### src/design/bdfsb_pkg.sv
// shared types and constants for the balanced dual fifo on one shared buffer
// no dependencies; imported by the top level
`default_nettype none

package bdfsb_pkg;

  // buffer size in words, shared by both queues
  localparam int DEPTH = 16;
  // bits of a cell index and of an occupancy count
  localparam int IDX_W = $clog2(DEPTH);
  localparam int CNT_W = $clog2(DEPTH + 1);
  // width of the count fields of a result item
  localparam int OUT_CNT_W = 5;

  // request codes
  localparam logic [1:0] REQ_ENQ     = 2'd0;
  localparam logic [1:0] REQ_DEQ_ONE = 2'd1;
  localparam logic [1:0] REQ_DEQ_TWO = 2'd2;
  localparam logic [1:0] REQ_CLEAR   = 2'd3;

  typedef struct packed {
    logic [1:0]         req_type;
    logic signed [31:0] item_value;
  } req_item_t;

  typedef struct packed {
    logic                 ok;
    logic                 head_one_valid;
    logic signed [31:0]   head_one_value;
    logic                 head_two_valid;
    logic signed [31:0]   head_two_value;
    logic [OUT_CNT_W-1:0] count_one;
    logic [OUT_CNT_W-1:0] count_two;
  } rsp_item_t;

endpackage

`default_nettype wire

### src/design/balanced_dual_fifo_shared_buffer_unit.sv
// balanced dual fifo: two queues in one register buffer, one from each end
// depends on bdfsb_pkg for types, buffer size and request codes
`default_nettype none

// the result item of a request is registered and offered in the cycle after acceptance
// throughput: one request per cycle while the result register is free or its item is taken;
// on a dequeue the cells of that queue shift in parallel and the occupancy counts update in the same cycle
// reset: rst_n (synchronous, active low) empties both queues and the result
// register; cell contents are not cleared
module balanced_dual_fifo_shared_buffer_unit
  import bdfsb_pkg::*;
(
  input  wire logic      clk,
  input  wire logic      rst_n,
  input  wire logic      in_valid,
  output logic           in_ready,
  input  wire req_item_t in_data,
  output logic           out_valid,
  input  wire logic      out_ready,
  output rsp_item_t      out_data
);

  logic [31:0]      cells_r   [DEPTH];
  logic [31:0]      cells_nxt [DEPTH];
  logic [31:0]      src_up    [DEPTH];
  logic [31:0]      src_dn    [DEPTH];
  logic [CNT_W-1:0] occ_one_r, occ_one_nxt;
  logic [CNT_W-1:0] occ_two_r, occ_two_nxt;
  logic             out_valid_r;
  rsp_item_t        out_data_r, out_data_nxt;
  logic             accept;
  logic             full;
  logic             to_one;
  logic             ok;

  // handshake: the result register frees as soon as its item is taken
  assign in_ready  = !out_valid_r || out_ready;
  assign accept    = in_valid && in_ready;
  assign out_valid = out_valid_r;
  assign out_data  = out_data_r;

  // full when both queues together fill the buffer; balance picks the target
  assign full   = ({1'b0, occ_one_r} + {1'b0, occ_two_r}) >= (CNT_W+1)'(DEPTH);
  assign to_one = occ_one_r <= occ_two_r;

  // occupancy update and success flag
  always_comb begin
    occ_one_nxt = occ_one_r;
    occ_two_nxt = occ_two_r;
    ok          = 1'b0;
    unique case (in_data.req_type)
      REQ_ENQ: begin
        if (!full) begin
          ok = 1'b1;
          if (to_one) begin
            occ_one_nxt = occ_one_r + 1'b1;
          end else begin
            occ_two_nxt = occ_two_r + 1'b1;
          end
        end
      end
      REQ_DEQ_ONE: begin
        if (occ_one_r != '0) begin
          ok          = 1'b1;
          occ_one_nxt = occ_one_r - 1'b1;
        end
      end
      REQ_DEQ_TWO: begin
        if (occ_two_r != '0) begin
          ok          = 1'b1;
          occ_two_nxt = occ_two_r - 1'b1;
        end
      end
      REQ_CLEAR: begin
        ok          = 1'b1;
        occ_one_nxt = '0;
        occ_two_nxt = '0;
      end
      default: begin
        ok = 1'b0;
      end
    endcase
  end

  // per-cell next value: write on enqueue, shift toward the end on dequeue
  for (genvar k = 0; k < DEPTH; k++) begin : g_cell
    if (k < DEPTH - 1) begin : g_up
      assign src_up[k] = cells_r[k+1];
    end else begin : g_up_end
      assign src_up[k] = cells_r[k];
    end
    if (k > 0) begin : g_dn
      assign src_dn[k] = cells_r[k-1];
    end else begin : g_dn_end
      assign src_dn[k] = cells_r[k];
    end

    always_comb begin
      cells_nxt[k] = cells_r[k];
      unique case (in_data.req_type)
        REQ_ENQ: begin
          if (!full) begin
            if (to_one && occ_one_r == CNT_W'(k)) begin
              cells_nxt[k] = in_data.item_value;
            end else if (!to_one && occ_two_r == CNT_W'(DEPTH - 1 - k)) begin
              cells_nxt[k] = in_data.item_value;
            end
          end
        end
        REQ_DEQ_ONE: begin
          // only cells still inside queue one move
          if ((CNT_W+1)'(k + 1) < {1'b0, occ_one_r}) begin
            cells_nxt[k] = src_up[k];
          end
        end
        REQ_DEQ_TWO: begin
          if ((CNT_W+1)'(k) + {1'b0, occ_two_r} > (CNT_W+1)'(DEPTH)) begin
            cells_nxt[k] = src_dn[k];
          end
        end
        default: begin
          cells_nxt[k] = cells_r[k];
        end
      endcase
    end
  end

  // result item from the state after this request
  always_comb begin
    out_data_nxt.ok             = ok;
    out_data_nxt.head_one_valid = occ_one_nxt != '0;
    out_data_nxt.head_one_value = (occ_one_nxt != '0) ? cells_nxt[0] : '0;
    out_data_nxt.head_two_valid = occ_two_nxt != '0;
    out_data_nxt.head_two_value = (occ_two_nxt != '0) ? cells_nxt[DEPTH-1] : '0;
    out_data_nxt.count_one      = OUT_CNT_W'(occ_one_nxt);
    out_data_nxt.count_two      = OUT_CNT_W'(occ_two_nxt);
  end

  // control state
  always_ff @(posedge clk) begin
    if (!rst_n) begin
      occ_one_r   <= '0;
      occ_two_r   <= '0;
      out_valid_r <= 1'b0;
    end else begin
      if (accept) begin
        occ_one_r   <= occ_one_nxt;
        occ_two_r   <= occ_two_nxt;
        out_valid_r <= 1'b1;
      end else if (out_ready) begin
        out_valid_r <= 1'b0;
      end
    end
  end

  // buffer cells and result payload
  always_ff @(posedge clk) begin
    if (accept) begin
      cells_r    <= cells_nxt;
      out_data_r <= out_data_nxt;
    end
  end

  // the two queues never overlap in the buffer
  a_no_overlap: assert property (@(posedge clk) disable iff (!rst_n)
    ({1'b0, occ_one_r} + {1'b0, occ_two_r}) <= (CNT_W+1)'(DEPTH))
    else $error("queue occupancies exceed buffer size");

  // a clear empties both queues in the next result
  a_clear: assert property (@(posedge clk) disable iff (!rst_n)
    (accept && in_data.req_type == REQ_CLEAR) |=>
      (out_valid && out_data.ok && out_data.count_one == '0 && out_data.count_two == '0))
    else $error("clear did not empty both queues");

  // head flags agree with the reported counts
  a_head_flags: assert property (@(posedge clk) disable iff (!rst_n)
    out_valid |-> (out_data.head_one_valid == (out_data.count_one != '0) &&
                   out_data.head_two_valid == (out_data.count_two != '0)))
    else $error("head valid flag disagrees with count");

  // a failed enqueue leaves the counts unchanged
  a_full_enq: assert property (@(posedge clk) disable iff (!rst_n)
    (accept && in_data.req_type == REQ_ENQ && full) |=>
      (occ_one_r == $past(occ_one_r) && occ_two_r == $past(occ_two_r) && !out_data.ok))
    else $error("enqueue into full buffer changed state");

endmodule

`default_nettype wire
### config.mk
export PLATFORM = sky130hd
export DESIGN_NAME = balanced_dual_fifo_shared_buffer_unit
export DESIGN_NICKNAME = d
export VERILOG_FILES = /design/src/design/bdfsb_pkg.sv /design/src/design/balanced_dual_fifo_shared_buffer_unit.sv
export SDC_FILE = /design/constraint.sdc
export NUM_CORES = 1
export LEC_CHECK = 0
export BUFFER_PORTS_ARGS = -buffer_cell sky130_fd_sc_hd__buf_2
export CAP_MARGIN = 20
export CORE_MARGIN = 4
export CORE_UTILIZATION = 35
export CTS_BUF_LIST = sky130_fd_sc_hd__clkbuf_8
export DETAILED_ROUTE_END_ITERATION = 16
export SETUP_SLACK_MARGIN = 0.15
export SLEW_MARGIN = 25
export SYNTH_ARGS = -nofsm -noshare
export SYNTH_HDL_FRONTEND = slang
export SYNTH_SLANG_ARGS = --single-unit
### constraint.sdc
create_clock -name clk -period 6.8 [get_ports clk]
set_input_delay 2.04 -clock clk [delete_from_list [all_inputs] [get_ports clk]]
set_output_delay 2.04 -clock clk [all_outputs]
set_load 0.005 [all_outputs]
==> results of run 1 <==
## metrics by stage
stage	cells	hold WS (ns)	cell area (um^2)	total power [uW]
2_1_floorplan	2625	0.545	29700	5790
3_3_place_gp	3635	0.516	31300	6420
3_5_place_dp	3635	0.523	31300	6480
4_1_cts	3796	0.532	33000	9310
5_1_grt	3797	0.573	33000	9660
6_report	3799	0.527	33000	9270
## worst max-delay path, cell delays in order
cell	delay (ns)
buf_2	0.14
inv_1	0.17
ha_4	0.52
inv_1	0.37
nor3_1	0.36
a21oi_1	0.07
nor2_1	0.29
nand2_1	0.23
nor3_2	0.22
buf_4	0.57
## cell usage in the layout, fill, tap and decap left out, drive strengths merged, types with 5 or more instances in the layout
| cell type | instances |
|---|---|
| edfxtp | 589 |
| a21boi | 36 |
| nand2b | 9 |
| ha | 41 |
| o211ai | 36 |
| o21ai | 19 |
| inv | 51 |
| or3 | 5 |
| nand2 | 174 |
| a22oi | 514 |
| a31oi | 50 |
| nor2 | 88 |
| nand4 | 34 |
| xnor2 | 13 |
| nand3 | 19 |
| a311o | 32 |
| clkbuf | 96 |
| nor3 | 77 |
| dfxtp | 11 |
| a21oi | 482 |
| a211oi | 7 |
| clkinv | 33 |
| buf | 166 |
| o31ai | 8 |
| nor3b | 8 |
## metal layers
| metal | track usage | part of all wire | up-vias |
|---|---|---|---|
| met2 | 0.321 | 0.47 | 1229 |
| li1 | - | - | 10400 |
| met4 | 0.0791 | 0.036 | 0 |
| met5 | 0 | 0 | - |
| met1 | 0.261 | 0.41 | 11400 |
| met3 | 0.0322 | 0.086 | 203 |
## cell usage after synthesis, drive strengths merged (3+ instances only)
master  number  area, um^2
a211o        3        26.3
a211oi       7        52.6
a21boi      36         270
a21o         3        22.5
a21oi      482        2410
a221oi       3        32.5
a22oi      514        3860
a311o       32         320
a311oi       4        35.0
a31oi       50         313
and2         3        18.8
and3         3        18.8
buf         26         125
clkbuf     264         991
dfxtp       11         220
edfxtp     589       17700
ha          41         513
inv         21        78.8
nand2      174         653
nand2b       9        56.3
nand3       19        95.1
nand4       34         213
nor2        88         330
nor2b        4        25.0
nor3        77         402
nor3b        8        60.1
nor4         3        18.8
o211ai      36         270
o21ai       19        95.1
o221ai       4        35.0
o22ai        3        18.8
o311ai       4        35.0
o31ai        8        60.1
or3          5        36.3
or3b         3        26.3
xnor2       13         114
## where the power goes
part           switching [uW]  internal (uW)  leakage [uW]
combinational            1190            523       0.00402
sequential                201           4510       0.00561
clock                    1460           1390      0.000945
total                    2850           6420        0.0106
## cell families after synthesis
logic type,synth area share
compound gates,0.268
xor+xnor,0.00442
simple gates,0.0676
mux,0.000715
fa+ha+maj,0.0173
flops,0.602
buf+inv,0.0402
## path summary, 6_finish.rpt
| check | startpoint | end | depth (start not counted) |
|---|---|---|---|
| max | in_data[32] | cells_r[169]$_DFFE_PP_ | 10 |
| min | out_valid$_SDFFE_PN0P_ | out_valid$_SDFFE_PN0P_ | 2 |
| max reg2reg | occ_two_r[1]$_SDFFE_PN0P_ | out_data[38]$_SDFFCE_PN0P_ | 10 |
| min reg2reg | out_valid$_SDFFE_PN0P_ | out_valid$_SDFFE_PN0P_ | 2 |
## flip-flops by register name (all words and copies together) (netlist names)
name and count:
cells_r 512, occ_two_r 5, occ_one_r 5, out_data 77, out_valid 1
## area by class of cell
type	count	share of cell area
diodes	3	0.000227
clock buffers	96	0.0400
clock inverters	65	0.0103
inverters	21	0.00254
multi-input cells	1714	0.330
flip-flops and latches	600	0.542
well taps	1134	0.0430
repair buffers	166	0.0320
==> flow_metrics.py, run 1 <==
metrics = {
    "clocking": {
        "numCtsBuffers": 95,
        "htreeDepth": 3,
        "holdBufCountCts": 0,
        "cts_root_buf": "clkbuf_8",
        "cts_tree": "built",
        "cts_setup_buffers": 0,
        "clk_pin_slew_ns": 0.06,
        "clk_path_buf_depth": 3,
        "clock_latency_ns": 0.71,
        "clkSinkCount": 600,
        "cts_resized": 0,
    },
    "logic_synthesis": {
        "avgSynthCellArea_um2": 11.3,
        "synth_edf_count": 589,
        "synthesis.nets": 2704,
        "yosysWarnings": 0,
        "syn-instance-count": 2625,
        "seq_area_frac_synth": 0.602,
        "async_flop_share": 0,
        "synthFlopType": "edfxtp_1",
        "yosys_register_bits": 600,
        "synth.distinct_cells": 62,
        "syn_area_um2": 29700,
    },
    "critical_path": {
        "crit_required_ns": 7.11,
        "critical_path_class": "input port to flop",
        "r2r_slack_ns": 2.28,
        "end_kind": "flop",
        "critPathMaxFanout": 37,
        "worstSetupStartpointType": "input port",
        "arrival_ns": 5.05,
    },
    "timing": {
        "maxSlewViolCount": 0,
        "worst_slack_ns": 2.05,
        "tightest_slew_ns": 1.18,
        "fmax_ghz": 0.211,
        "period_minus_slack_ns": 4.75,
        "slew_headroom": 0.212,
        "setup_viol": 0,
        "rsz0062_at_grt": "no",
        "fin_setup_tns_ns": 0,
        "hold_viol_final": 0,
        "finClkSkew_ns": 0.0289,
        "finalCritPeriodShare": 0.698,
    },
    "cells_and_area": {
        "synthToLayoutAreaGrowth_pct": 11.1,
        "drive_above_1_share": 0.116,
        "register_area_um2": 17900,
        "fin_util": 0.393,
        "multi_input_area_um2": 10900,
        "final_nets": 2677,
        "fillCellCount": 8028,
    },
    "detailed_routing": {
        "via_per_inst": 6.11,
        "drc_errors": 0,
        "wl_mm": 91.8,
        "num_vias": 23200,
        "wl_per_cell_um": 24.2,
        "dr.pass1.iters": 6,
        "drt_first_iter_violations": 3128,
        "ant_nets": 0,
    },
    "worst_hold_path": {
        "holdCritPathClass": "flop to flop",
    },
    "grt": {
        "grt_usage": 0.196,
        "grt_pass1_wl_mm": 138,
        "grt_overflow": 0,
        "antenna_found_initial": 2,
        "grt_max_degree": 236,
        "grt_pass1_vias": 22200,
    },
    "placed_design": {
        "pre_cts_ws_ns": 1.37,
        "dp_hpwl_mm": 53.4,
        "numPortBuffers": 116,
        "routabilityCongestion": 0.855,
    },
    "die": {
        "initial_core_util": 0.354,
        "die_area_um2": 89700,
        "rows": 106,
        "die_y_um": 299,
        "ios": 117,
        "core_um2": 84000,
        "die-width_um": 299,
    },
    "outcome": {
        "outcome": "finished, final reports clean",
    },
    "pwr": {
        "leakagePower_uw": 0.0106,
        "p_per_area_nw_per_um2": 281,
        "vdd_drop_max_mv": 0.166,
    },
    "job": {
        "max_cap_violations": 0,
    },
}
Note: power is estimated with default switching activity, not from simulation.
==> run 2, diff against run 1 <==
==> constraint.sdc (replaced) <==
create_clock -name clk -period 4 [get_ports clk]
set_input_delay 1.2 -clock clk [delete_from_list [all_inputs] [get_ports clk]]
set_output_delay 1.2 -clock clk [all_outputs]
set_load 0.005 [all_outputs]
==> run 2 against run 1 <==
Against the previous run:
- count of clock-buffer cells in the layout grew 4
- global-route usage grew 0.72 points
- via count grew 2.1%
- routed wire length grew 4.0%
- critical path depth is the same
- core utilization grew 1.0 points
- clock skew grew 0.021 ns
- final area grew 2.6%
- highest routed layer unchanged
- first-iteration DRC count shrank 7.0%
- non-clock buffer count grew 66
- worst setup slack lost 1.7 ns
- clock power grew 75%
==> flow_metrics.py, run 2 (synthesis gave the netlist of run 1 again) <==
metrics = {
    "die": {
        "die_y_um": 299,
        "core_um2": 84000,
        "die_area_um2": 89700,
        "initial_core_util": 0.354,
        "die-width_um": 299,
        "rows": 106,
        "ios": 117,
    },
    "clocking": {
        "holdBufCountCts": 0,
        "clkSinkCount": 600,
        "clock_latency_ns": 0.70,
        "cts_tree": "built",
        "clk_path_buf_depth": 3,
        "clk_pin_slew_ns": 0.07,
        "cts_setup_buffers": 0,
        "cts_root_buf": "clkbuf_8",
        "htreeDepth": 3,
        "numCtsBuffers": 94,
    },
    "critical_path": {
        "critPathMaxStageDelay_ns": 0.55,
        "arrival_ns": 4.12,
        "crit_required_ns": 4.43,
        "end_kind": "flop",
        "reg2reg_depth": 10,
        "worstPathCellList": "inv_1 -> ha_1 -> nor2b_1 -> o31ai_1 -> a211o_1 -> mux2_2 -> nand2b_1 -> buf_4 -> a311o_1 -> a21boi_0",
        "r2r_end": "out_data[39]$_SDFFCE_PN0P_",
        "r2r_slack_ns": 0.31,
        "worstSetupStartpointType": "flop",
        "r2r_start": "occ_two_r[1]$_SDFFE_PN0P_",
        "critical_path_class": "flop to flop",
        "cpMaxStageDelayCell": "a311o_1",
        "critPathMaxFanout": 32,
    },
    "placed_design": {
        "pre_cts_ws_ns": 0.289,
        "numPortBuffers": 116,
        "routabilityCongestion": 0.911,
        "dp_hpwl_mm": 56.6,
        "dp.cells": 3701,
        "postPlaceCellArea_um2": 32100,
    },
    "detailed_routing": {
        "wl_per_cell_um": 24.7,
        "wl_mm": 95.5,
        "drt_first_iter_violations": 2909,
        "ant_nets": 0,
        "drc_errors": 0,
        "via_per_inst": 6.12,
        "dr.pass1.iters": 5,
        "num_vias": 23700,
    },
    "pwr": {
        "leakagePower_uw": 0.0110,
        "vdd_drop_max_mv": 0.243,
        "p_per_area_nw_per_um2": 476,
        "power_uw": 16100,
    },
    "cells_and_area": {
        "final_common_cell": "edfxtp_1",
        "largest_reg_flops": 512,
        "synthToLayoutAreaGrowth_pct": 14.0,
        "final_nets": 2742,
        "fin_area_um2": 33900,
        "fillCellCount": 7928,
        "stdcell_count": 3867,
        "layout_common_cells": "edfxtp_1 (589), a22oi_1 (514), a21oi_1 (478)",
        "largest-register": "cells_r",
        "drive_above_1_share": 0.141,
    },
    "outcome": {
        "outcome": "finished, final reports clean",
    },
    "timing": {
        "fmax_ghz": 0.271,
        "maxSlewViolCount": 0,
        "finalCritPeriodShare": 0.922,
        "tightest_slew_ns": 1.01,
        "finClkSkew_ns": 0.0499,
        "fin_setup_tns_ns": 0,
        "period_minus_slack_ns": 3.69,
        "setup_viol": 0,
        "rsz0062_at_grt": "no",
        "worst_slack_ns": 0.311,
        "slew_headroom": 0.323,
        "hold_viol_final": 0,
    },
    "worst_hold_path": {
        "holdCritPathClass": "flop to flop",
        "hold_end": "out_valid$_SDFFE_PN0P_",
        "hold_depth": 2,
        "worstHoldStart": "out_valid$_SDFFE_PN0P_",
    },
    "job": {
        "max_cap_violations": 0,
    },
    "grt": {
        "grt_pass1_wl_mm": 142,
        "grt_overflow": 0,
        "grt_usage": 0.203,
        "grt_pass1_vias": 22600,
        "grt_max_degree": 144,
        "antenna_found_initial": 2,
    },
}
## run 2: changes by cell type in the layout (fill, tap and decap cells not counted), sizes merged
cell | before | now
clkbuf | 96 | 100
inv | 51 | 53
clkinv | 33 | 29
diode | 3 | 1
clkinvlp | 0 | 1
bufinv | 2 | 3
buf | 166 | 232
## run 2: worst max-delay path by stage
stage / cells past startpoint / to / slack, ns / start
after global placement: 7 / cells_r[214]$_DFFE_PP_ / 0.40 / in_data[33]
after detailed placement: 10 / out_data[17]$_SDFFCE_PN0P_ / 0.29 / in_data[32]
after CTS: 10 / out_data[19]$_SDFFCE_PN0P_ / 0.33 / occ_two_r[1]$_SDFFE_PN0P_
after global routing: 10 / cells_r[217]$_DFFE_PP_ / 0.21 / occ_two_r[1]$_SDFFE_PN0P_
after floorplan: 10 / cells_r[64]$_DFFE_PP_ / -1.22 / in_data[32]
final: 10 / out_data[39]$_SDFFCE_PN0P_ / 0.31 / occ_two_r[1]$_SDFFE_PN0P_
## run 2: area by class of cell
class	count	area, um^2	area share
Sequential cell	600	17900	0.528
Multi-Input combinational cell	1714	10900	0.322
Timing Repair Buffer	232	1840	0.0542
Tap cell	1134	1420	0.0418
Clock buffer	100	1380	0.0406
Clock inverter	65	372	0.0110
Inverter	21	83.8	0.00247
Antenna cell	1	2.50	0.0000738
## run 2: through the flow
step,hold slack (ns),utilization
2_1_floorplan,0.545,-
3_3_place_gp,0.518,0.383
3_5_place_dp,0.526,0.383
4_1_cts,0.535,0.404
5_1_grt,0.591,0.404
6_report,0.534,0.404
## run 2: repair_timing
item,CTS,global route
gates resized for setup,0,1
endpoints found under the hold margin,0,0
endpoints found under the setup margin,0,1
## run 2: power breakdown
| group | switching (uW) | internal, uW |
|---|---|---|
| logic | 2150 | 1010 |
| registers | 327 | 7670 |
| clock network | 2480 | 2500 |
## run 2: worst max-delay path, delay by kind of cell (launching register included)
family / cells / cell delay, ns
DFF: 1 / 0.31
buffers and inverters: 2 / 0.59
muxes: 1 / 0.40
adders and majority gates: 1 / 0.32
and+or+nand+nor: 2 / 0.30
AOI/OAI and AO/OA: 4 / 1.48
## run 2: metal layers
layer  up-vias  GRT usage  wire [um]  part of all wire
li1      10500          -          -                 -
met1     11600      0.261      37600              0.39
met2      1289      0.329      45000              0.47
met3       243     0.0444       8960             0.094
met4         0     0.0949       4000             0.042
met5         -          0          0                 0
